File: src/rtl/pdwrl_pkg.sv
// Shared types, constants and helpers for the per-device window rate limiter.
package pdwrl_pkg;

  localparam int DEVICES_DEF    = 32;
  localparam int MAX_STAMPS_DEF = 8;
  localparam int MsPerSecond    = 1000;
  localparam int WIN_W          = 26;

  localparam logic CFG_MAX_PROMPTS    = 1'b0;
  localparam logic CFG_WINDOW_SECONDS = 1'b1;

  typedef struct packed {
    logic [63:0] device_key;
    logic [47:0] now_ms;
  } req_t;

  typedef struct packed {
    logic allowed;
    logic table_full;
  } rsp_t;

  typedef enum logic [3:0] {
    ST_IDLE,
    ST_SWEEP_RD,
    ST_SWEEP_CHK,
    ST_FIND_RD,
    ST_FIND_LD,
    ST_DROP_RD,
    ST_DROP_CHK,
    ST_DECIDE,
    ST_RESP
  } state_t;

  typedef struct packed {
    logic start;
    logic sweep_chk;
    logic find_rd;
    logic find_ld;
    logic drop_rd;
    logic drop_chk;
    logic decide;
  } cmd_t;

  typedef struct packed {
    logic sweep_last;
    logic found;
    logic cnt_zero;
    logic head_expired;
  } sts_t;

  function automatic logic expired(logic [47:0] now, logic [47:0] stamp,
                                   logic [WIN_W-1:0] win);
    logic [47:0] age;
    age = now - stamp;
    return (now >= stamp) && (age > {{(48-WIN_W){1'b0}}, win});
  endfunction

endpackage

File: src/rtl/pdwrl_ctrl.sv
// Sequencer for sweep, lookup, stamp drop and grant decision.
module pdwrl_ctrl
  import pdwrl_pkg::*;
(
  input  logic clk,
  input  logic rst,
  input  logic in_valid,
  output logic in_ready,
  output logic out_valid,
  input  logic out_ready,
  input  sts_t sts,
  output cmd_t cmd
);

  state_t state, state_next;

  always_ff @(posedge clk) begin
    if (rst) state <= ST_IDLE;
    else     state <= state_next;
  end

  always_comb begin
    state_next = state;
    cmd        = '0;
    in_ready   = (state == ST_IDLE);
    out_valid  = (state == ST_RESP);
    unique case (state)
      ST_IDLE: begin
        if (in_valid) begin
          cmd.start  = 1'b1;
          state_next = ST_SWEEP_RD;
        end
      end
      ST_SWEEP_RD: state_next = ST_SWEEP_CHK;
      ST_SWEEP_CHK: begin
        cmd.sweep_chk = 1'b1;
        state_next    = sts.sweep_last ? ST_FIND_RD : ST_SWEEP_RD;
      end
      ST_FIND_RD: begin
        cmd.find_rd = 1'b1;
        state_next  = sts.found ? ST_FIND_LD : ST_DECIDE;
      end
      ST_FIND_LD: begin
        cmd.find_ld = 1'b1;
        state_next  = ST_DROP_RD;
      end
      ST_DROP_RD: begin
        if (sts.cnt_zero) begin
          state_next = ST_DECIDE;
        end else begin
          cmd.drop_rd = 1'b1;
          state_next  = ST_DROP_CHK;
        end
      end
      ST_DROP_CHK: begin
        cmd.drop_chk = 1'b1;
        state_next   = sts.head_expired ? ST_DROP_RD : ST_DECIDE;
      end
      ST_DECIDE: begin
        cmd.decide = 1'b1;
        state_next = ST_RESP;
      end
      ST_RESP: begin
        if (out_ready) state_next = ST_IDLE;
      end
      default: state_next = ST_IDLE;
    endcase
  end

endmodule

File: config.mk
export PLATFORM = sky130hd
export DESIGN_NAME = pdwrl_ctrl
export DESIGN_NICKNAME = d
export VERILOG_FILES = /design/src/rtl/pdwrl_pkg.sv /design/src/rtl/pdwrl_ctrl.sv
export SDC_FILE = /design/constraint.sdc
export NUM_CORES = 1
export LEC_CHECK = 0
export BUFFER_PORTS_ARGS = -buffer_cell sky130_fd_sc_hd__buf_2
export CAP_MARGIN = 20
export CORE_AREA = 2 2 39 41
export CTS_BUF_LIST = sky130_fd_sc_hd__clkbuf_8
export DETAILED_ROUTE_END_ITERATION = 10
export DIE_AREA = 0 0 41 43
export HOLD_SLACK_MARGIN = 0.08
export MAX_ROUTING_LAYER = met4
export SETUP_SLACK_MARGIN = 0.15
export SLEW_MARGIN = 20
export SYNTH_ARGS = -nofsm -noshare
export SYNTH_HDL_FRONTEND = slang
export SYNTH_SLANG_ARGS = --single-unit
File: constraint.sdc
create_clock -name clk -period 1.49 [get_ports clk]
set_input_delay 0.149 -clock clk [delete_from_list [all_inputs] [get_ports clk]]
set_output_delay 0.149 -clock clk [all_outputs]
set_load 0.005 [all_outputs]
==> results of run 1 <==
-- cell type report --
type | instances | area share
Timing Repair Buffer | 16 | 0.186
Clock buffer | 3 | 0.0959
Inverter | 1 | 0.00872
Sequential cell | 4 | 0.209
Multi-Input combinational cell | 30 | 0.453
Tap cell | 16 | 0.0465
-- what timing repair did --
item / in CTS / in global routing
setup endpoints to repair: 4 / 2
gates resized for setup: 3 / 4
hold endpoints to repair: 0 / 0
-- Yosys cell counts, types with 2 or more instances --
master    instances
nor2_1            5
nor3_1            5
dfxtp_1           4
nand2_1           4
nand2b_1          3
buf_4             2
nor2b_1           2
o21ai_0           2
-- power by group through the flow --
stage,logic (mW),registers [mW],clock network (mW)
after CTS,0.0656,0.142,0.241
final,0.0676,0.144,0.231
after detailed placement,0.0644,0.141,0
after global routing,0.0794,0.147,0.247
after global placement,0.0641,0.141,0
after floorplan,0.0672,0.120,0
-- kinds of logic after synthesis --
kind of cell / count (synthesis)
AO/OA/AOI/OAI: 6
XOR/XNOR: 1
buffers and inverters: 4
flip-flops: 4
AND/OR/NAND/NOR: 23
-- path summary, 6_finish.rpt --
kind | start | end | slack [ps] | depth (start not counted)
setup / recovery | state[0] | cmd[6] | 240 | 3
hold / removal | rst | state[2] | 140 | 2
setup reg to reg | state[0] | state[0] | 560 | 2
hold reg to reg | state[3] | state[2] | 510 | 1
-- per-stage QoR --
step                std cells  hold slack (ps)
floorplan                  38              226
detailed placement         67              381
CTS                        70              141
finish                     70              141
global placement           67              378
global route               70              156
-- metal layers --
metal | vias to the layer above | routed length, µm
met5 | - | 0
met4 | 0 | 10
met3 | 2 | 72
met2 | 15 | 294
met1 | 126 | 324
li1 | 166 | -
==> reports/metrics.cfg, run 1 <==
[status]
outcome = finished, final reports clean

[power]
ir_worst_vdd_mv = 0.434
switching_share = 0.257
internal_power_mw = 0.329
p_seq_frac = 0.324
p_comb_frac = 0.153
pwr-share-clk = 0.523
net-switching-power_mw = 0.114
p_per_area_mw_per_mm2 = 1030
power_mw = 0.443
p_leak_nw = 0.187

[placement]
hpwl_um = 510
place_area_um2 = 370
place.port_buffers = 16
gp_congestion = 0.676
place_ws_ps = 342

[worst_hold_path]
hold_class = primary input to register

[worst_setup_path]
slowest_delay_ps = 380
crit_family = simple AND/OR/NAND/NOR gates
slowest_stage = dfxtp_4
path_cells = nor4_4 > and2_1 > buf_2
critical_path_class = register to output pin
startpoint_type = register
cp.required_ps = 1340
critPathMaxFanout = 10
cp_num_buf_inv = 1
cp.arrival_ps = 1100
cp-end-kind = output pin

[drt]
wl_per_cell_um = 10.0
viasPerCell = 4.41
routed_wl_um = 701
firstDrtPassIters = 4
drt_iter0_drc = 4
drtAntennaViolNets = 0
drc = 0
vias = 309

[timing]
slew_headroom = 0.816
min_period_ps = 1250
finalCritPeriodShare = 0.838
fin_skew_ps = 4.04
clock.fmax_ghz = 0.801
slew_viol_final = 0
worstMarginPinSlew_ps = 273
final.setup.tns_ps = 0
setup_ws_ps = 242
hold_viol_final = 0
setup_viol = 0
rsz0062_at_grt = true

[clock_network]
cts_buffer_depth = 2
htreeDepth = 1
cts_inserted_buffers = 3
cts_root_buffer = clkbuf_8
clkSlewWorstSetupHoldPaths_ps = 30
clkLatencyLatePin_ps = 220
cts_setup_buffers = 0
hold_buffers = 0
cts_sinks = 4
cts_tree = done

[yosys]
synth_area_leaders = dfxtp_1 27%, nor3_1 8.4%, nor4b_4 8.0%, nand2b_1 6.3%, nor2_1 6.3%
synth_compound_area_frac = 0.127
synth_largest_area_cell = dfxtp_1
synth-simple-area-share = 0.473
ys_seq_area_frac = 0.270
synthArstFlopShare = 0
synthAdderAreaFrac = 0
syn_area_per_cell_um2 = 7.80
ys_dominant_reg_cell = dfxtp_1
synth_top_family_by_area = simple AND/OR/NAND/NOR gates
synth_area_um2 = 297
yosysWarnings = 0
synth_cell_types = 19
syn_nets = 46
synth_xor_xnor_area_share = 0.0295
yosysTopAreaCellShare = 0.270
syn_inst = 38
synthMuxAreaShare = 0
synth_edf_count = 0
ys_seq_elements = 4

[global_route]
grt.busiest_layer = met1
grt_antenna_before_repair = 0
met2_usage = 0.122
grt_pass1_wl_mm = 1.15
first_global_vias = 261
grt_util_all_layers = 0.106
gr-total-overflow = 0
grt_max_degree = 12
use_met1 = 0.129
global_route.usage.met3 = 0.0785

[final_layout]
regMostFlops = state
fill_cells = 164
layout_commonest_cell = buf_2
final_util = 0.311
drive_above_1_share = 0.463
area_growth_pct = 45.1
final_cell_mix = 16 x buf_2, 5 x nor3_1, 5 x nor2_1, 4 x nand2_1
largestRegisters = state: 4 flops
largest_reg_flops = 4
multi_input_area_um2 = 195
antenna_cells = 0
seq_area_um2 = 90.1
nNetsFinal = 64
design_area_um2 = 430

[floorplanning]
coreArea_mm2 = 0.00138
ios = 17
dieWidth_um = 41
start_util = 0.214
die_h_um = 43
num_rows = 14
die_area_mm2 = 0.00176

[flow_run]
cap_violations = 0

No activity file was read; power rests on OpenSTA's default activity.
==> run 2: changes to the inputs <==
Clock period 1.49 ns to 1.3 ns, I/O delays scaled along.
==> reports/metrics.cfg, run 2 (same netlist as run 1, synthesis figures left out) <==
[status]
outcome = finished, final reports clean

[timing]
setup_ws_ps = 36.1
worstMarginPinSlew_ps = 229
clock.fmax_ghz = 0.791
setup_viol = 0
hold_viol_final = 0
hold_slack_ps = 117
slew_headroom = 0.846
min_period_ps = 1260
slew_viol_final = 0
finalCritPeriodShare = 0.972
rsz0062_at_grt = true
fin_skew_ps = 2.95

[worst_setup_path]
r2r_cells = 3
cp-end-kind = output pin
cp_num_buf_inv = 1
path_cells = nor4_4 > and2_1 > buf_2
cp.arrival_ps = 1130
cp.required_ps = 1170
slowest_stage = dfxtp_4
critical_path_class = register to output pin
critPathMaxFanout = 7
reg2reg_slack_ps = 250
rr_startpoint = state[0]
slowest_delay_ps = 360
crit_family = simple AND/OR/NAND/NOR gates
r2r_end = state[0]
startpoint_type = register

[final_layout]
largestRegisters = state: 4 flops
area_growth_pct = 65.4
fill_cells = 164
drive_above_1_share = 0.576
largest_reg_flops = 4
regMostFlops = state
layout_commonest_cell = buf_2
design_area_um2 = 490
final_cell_mix = 16 x buf_2, 5 x nor2_1, 4 x nor3_1, 4 x nand2_1, 4 x dfxtp_4
final_util = 0.354
antenna_cells = 0
nNetsFinal = 69

[clock_network]
cts_inserted_buffers = 3
htreeDepth = 1
cts_tree = done
clkLatencyLatePin_ps = 220
cts_sinks = 4
clkSlewWorstSetupHoldPaths_ps = 40
hold_buffers = 0
cts_buffer_depth = 2
cts_root_buffer = clkbuf_8

[power]
p_per_area_mw_per_mm2 = 1100
power_mw = 0.538
ir_worst_vdd_mv = 0.430
p_leak_nw = 0.219

[floorplanning]
ios = 17
num_rows = 14
dieWidth_um = 41
start_util = 0.214
coreArea_mm2 = 0.00138
die_area_mm2 = 0.00176
die_h_um = 43

[placement]
hpwl_um = 510
place_area_um2 = 370
place_ws_ps = 168
gp_congestion = 0.676
place.port_buffers = 16

[global_route]
grt_antenna_before_repair = 0
first_global_vias = 280
grt_max_degree = 11
grt_util_all_layers = 0.117
grt_pass1_wl_mm = 1.25
gr-total-overflow = 0

[worst_hold_path]
hold_depth = 2
hold_class = primary input to register
hold_end = state[2]
hp-start = rst

[drt]
firstDrtPassIters = 4
viasPerCell = 4.52
vias = 339
routed_wl_um = 911
drc = 0
wl_per_cell_um = 12.1
drtAntennaViolNets = 0
drt_iter0_drc = 6

[flow_run]
cap_violations = 0

run 2: changes by cell type in the layout (fill, tap and decap cells not counted), sizes merged:
cell	before	now
buf	16	19
clkbuf	3	5
run 2: area by class of cell:
cell class / count / area, µm² / share of cell area
Tap cell: 16 / 20.0 / 0.0408
Multi-Input combinational cell: 30 / 218 / 0.444
Inverter: 1 / 3.75 / 0.00765
Timing Repair Buffer: 21 / 113 / 0.230
Clock buffer: 3 / 41.3 / 0.0842
Sequential cell: 4 / 95.1 / 0.194
run 2: repair_timing:
item                       4_1_cts  5_1_grt
pin swaps                        1        2
buffers inserted                 3        2
gates cloned                     0        0
setup endpoints to repair        9       12
resized for setup                8        6
run 2: worst max path at each step:
| stage | from | endpoint | slack, ps | cells past startpoint |
|---|---|---|---|---|
| floorplan | state[0] | cmd[6] | 290 | 3 |
| global placement | state[2] | cmd[2] | 160 | 3 |
| detailed placement | state[2] | cmd[1] | 170 | 3 |
| CTS | state[2] | cmd[6] | 40 | 3 |
| global route | state[3] | cmd[6] | -40 | 3 |
| finish | state[3] | cmd[6] | 40 | 3 |
run 2: worst reg2reg max path, delay by kind of cell (launching register included):
| kind | cells | cell delay [ps] |
|---|---|---|
| compound gates | 2 | 400 |
| flops | 1 | 370 |
| buf+inv | 1 | 160 |
run 2: power by group:
part           switching [mW]  leakage, nW  internal (mW)
clock network          0.0730       0.0216          0.198
registers              0.0268       0.0356          0.131
logic                  0.0495        0.162         0.0586
run 2: metal layers:
metal | GRT usage | vias to the layer above | part of all wire
li1 | - | 174 | -
met1 | 0.141 | 148 | 0.45
met2 | 0.144 | 15 | 0.47
met3 | 0.0785 | 2 | 0.078
met4 | 0.0600 | 0 | 0.0044
met5 | - | - | 0
run 2: through the flow:
| stage | TNS (ps) | std cells |
|---|---|---|
| floorplan | 0 | 38 |
| global placement | 0 | 67 |
| detailed placement | 0 | 67 |
| CTS | 0 | 73 |
| global route | -37.4 | 75 |
| finish | 0 | 75 |
==> run 3: changes to the inputs <==
--- a/config.mk
+++ b/config.mk
@@ -8,3 +8,3 @@
 export BUFFER_PORTS_ARGS = -buffer_cell sky130_fd_sc_hd__buf_2
-export CAP_MARGIN = 20
+export CAP_MARGIN = 10
 export CORE_AREA = 2 2 39 41
==> constraint.sdc (replaced) <==
create_clock -name clk -period 1.3 [get_ports clk]
set_input_delay 0.065 -clock clk [delete_from_list [all_inputs] [get_ports clk]]
set_output_delay 0.065 -clock clk [all_outputs]
set_load 0.005 [all_outputs]
==> reports/metrics.cfg, run 3 (same netlist as run 1, synthesis figures left out) <==
[status]
outcome = finished, final reports clean

[clock_network]
cts_tree = done
cts_inserted_buffers = 3
clkSlewWorstSetupHoldPaths_ps = 30
cts_root_buffer = clkbuf_8
cts_buffer_depth = 2
clkLatencyLatePin_ps = 220
htreeDepth = 1
cts_sinks = 4

[final_layout]
nNetsFinal = 69
largest_reg_flops = 4
final_cell_mix = 16 x buf_2, 5 x nor2_1, 4 x nor3_1, 4 x nand2_1, 4 x dfxtp_4
seq_area_um2 = 95.1
design_area_um2 = 488
layout_commonest_cell = buf_2
fill_cells = 164
area_growth_pct = 64.6
largestRegisters = state: 4 flops
regMostFlops = state
drive_above_1_share = 0.542
antenna_cells = 0
final_util = 0.353
multi_input_area_um2 = 210
stdcell_count = 75

[drt]
wl_per_cell_um = 11.8
drc = 0
drt_iter0_drc = 1
wl_met3_um = 71
routed_wl_um = 885
firstDrtPassIters = 2
dr.max_layer_used = met4
vias = 334
drtAntennaViolNets = 0
viasPerCell = 4.45
wl_met2_um = 402
wl_met1_um = 401

[worst_setup_path]
critPathMaxFanout = 7
slowest_stage = dfxtp_4
reg2reg_slack_ps = 220
path_cells = nor4_4 > and2_1 > buf_2
slowest_delay_ps = 360
cp.arrival_ps = 1120
critical_path_class = register to output pin
cp-end-kind = output pin
cp.required_ps = 1240
startpoint_type = register

[power]
ir_worst_vdd_mv = 0.422
p_leak_nw = 0.215
p_per_area_mw_per_mm2 = 1090

[timing]
final.setup.tns_ps = 0
fin_skew_ps = 2.64
worstMarginPinSlew_ps = 273
slew_viol_final = 0
rsz0062_at_grt = true
setup_viol = 0
clock.fmax_ghz = 0.846
min_period_ps = 1180
finalCritPeriodShare = 0.909
slew_headroom = 0.816
hold_viol_final = 0

[floorplanning]
die_h_um = 43
die_area_mm2 = 0.00176
num_rows = 14
coreArea_mm2 = 0.00138
ios = 17
start_util = 0.214
dieWidth_um = 41

[global_route]
grt_antenna_before_repair = 0
grt_max_degree = 11
grt_util_all_layers = 0.115
grt_pass1_wl_mm = 1.25
gr-total-overflow = 0
first_global_vias = 275

[placement]
place_inst = 67
gp_congestion = 0.676
hpwl_um = 510
place_area_um2 = 370
place.port_buffers = 16

[worst_hold_path]
hold_class = primary input to register

[flow_run]
cap_violations = 0

==> run 3: changes by cell type in the layout (fill, tap and decap cells not counted) <==
| cell | delta |
|---|---|
| clkbuf_2 | -1 |
| dlygate4sd3_1 | +1 |
| o41ai_1 | +1 |
| o41ai_2 | -1 |
==> run 3: worst paths after layout <==
check / end / start / cells past startpoint
hold reg to reg: state[0] / state[1] / 2
setup reg to reg: state[0] / state[0] / 3
hold / removal: state[3] / out_ready / 4
setup / recovery: cmd[6] / state[3] / 3
==> run 3: power breakdown <==
group          internal [mW]  total (mW)  switching (mW)
sequential             0.131       0.160          0.0290
combinational         0.0571       0.100          0.0433
clock                  0.198       0.270          0.0718
total                  0.387       0.531           0.144
==> run 3: metal layers <==
layer	global-route usage	up-vias
li1	-	174
met1	0.145	143
met2	0.134	15
met3	0.0785	2
met4	0.0600	0
met5	-	-
==> run 3: area by class of cell <==
class | count | area share
multi-input combinational | 30 | 0.431
timing repair buffer | 21 | 0.241
sequential | 4 | 0.195
clock buffer | 3 | 0.0846
tap | 16 | 0.0410
inverter | 1 | 0.00769
==> run 3: repair_timing <==
action	in CTS	in global routing
setup buffers	2	2
gates resized for setup	7	5
endpoints found under the hold margin	1	0
pin swaps	1	2
hold buffers	1	0
setup endpoints to repair	9	7
==> run 3: critical path: cells and delay by family, from the launching register on <==
| family | cells | cell delay, ps |
|---|---|---|
| DFF | 1 | 360 |
| and+or+nand+nor | 2 | 430 |
| buffers and inverters | 1 | 100 |
==> run 3: per-stage QoR <==
| step | hold slack (ps) | power (mW) | setup WS (ps) |
|---|---|---|---|
| 2_1_floorplan | 142 | 0.214 | 351 |
| 3_3_place_gp | 294 | 0.235 | 220 |
| 3_5_place_dp | 297 | 0.236 | 216 |
| 4_1_cts | 107 | 0.529 | 108 |
| 5_1_grt | 130 | 0.568 | 27.6 |
| 6_report | 104 | 0.531 | 118 |
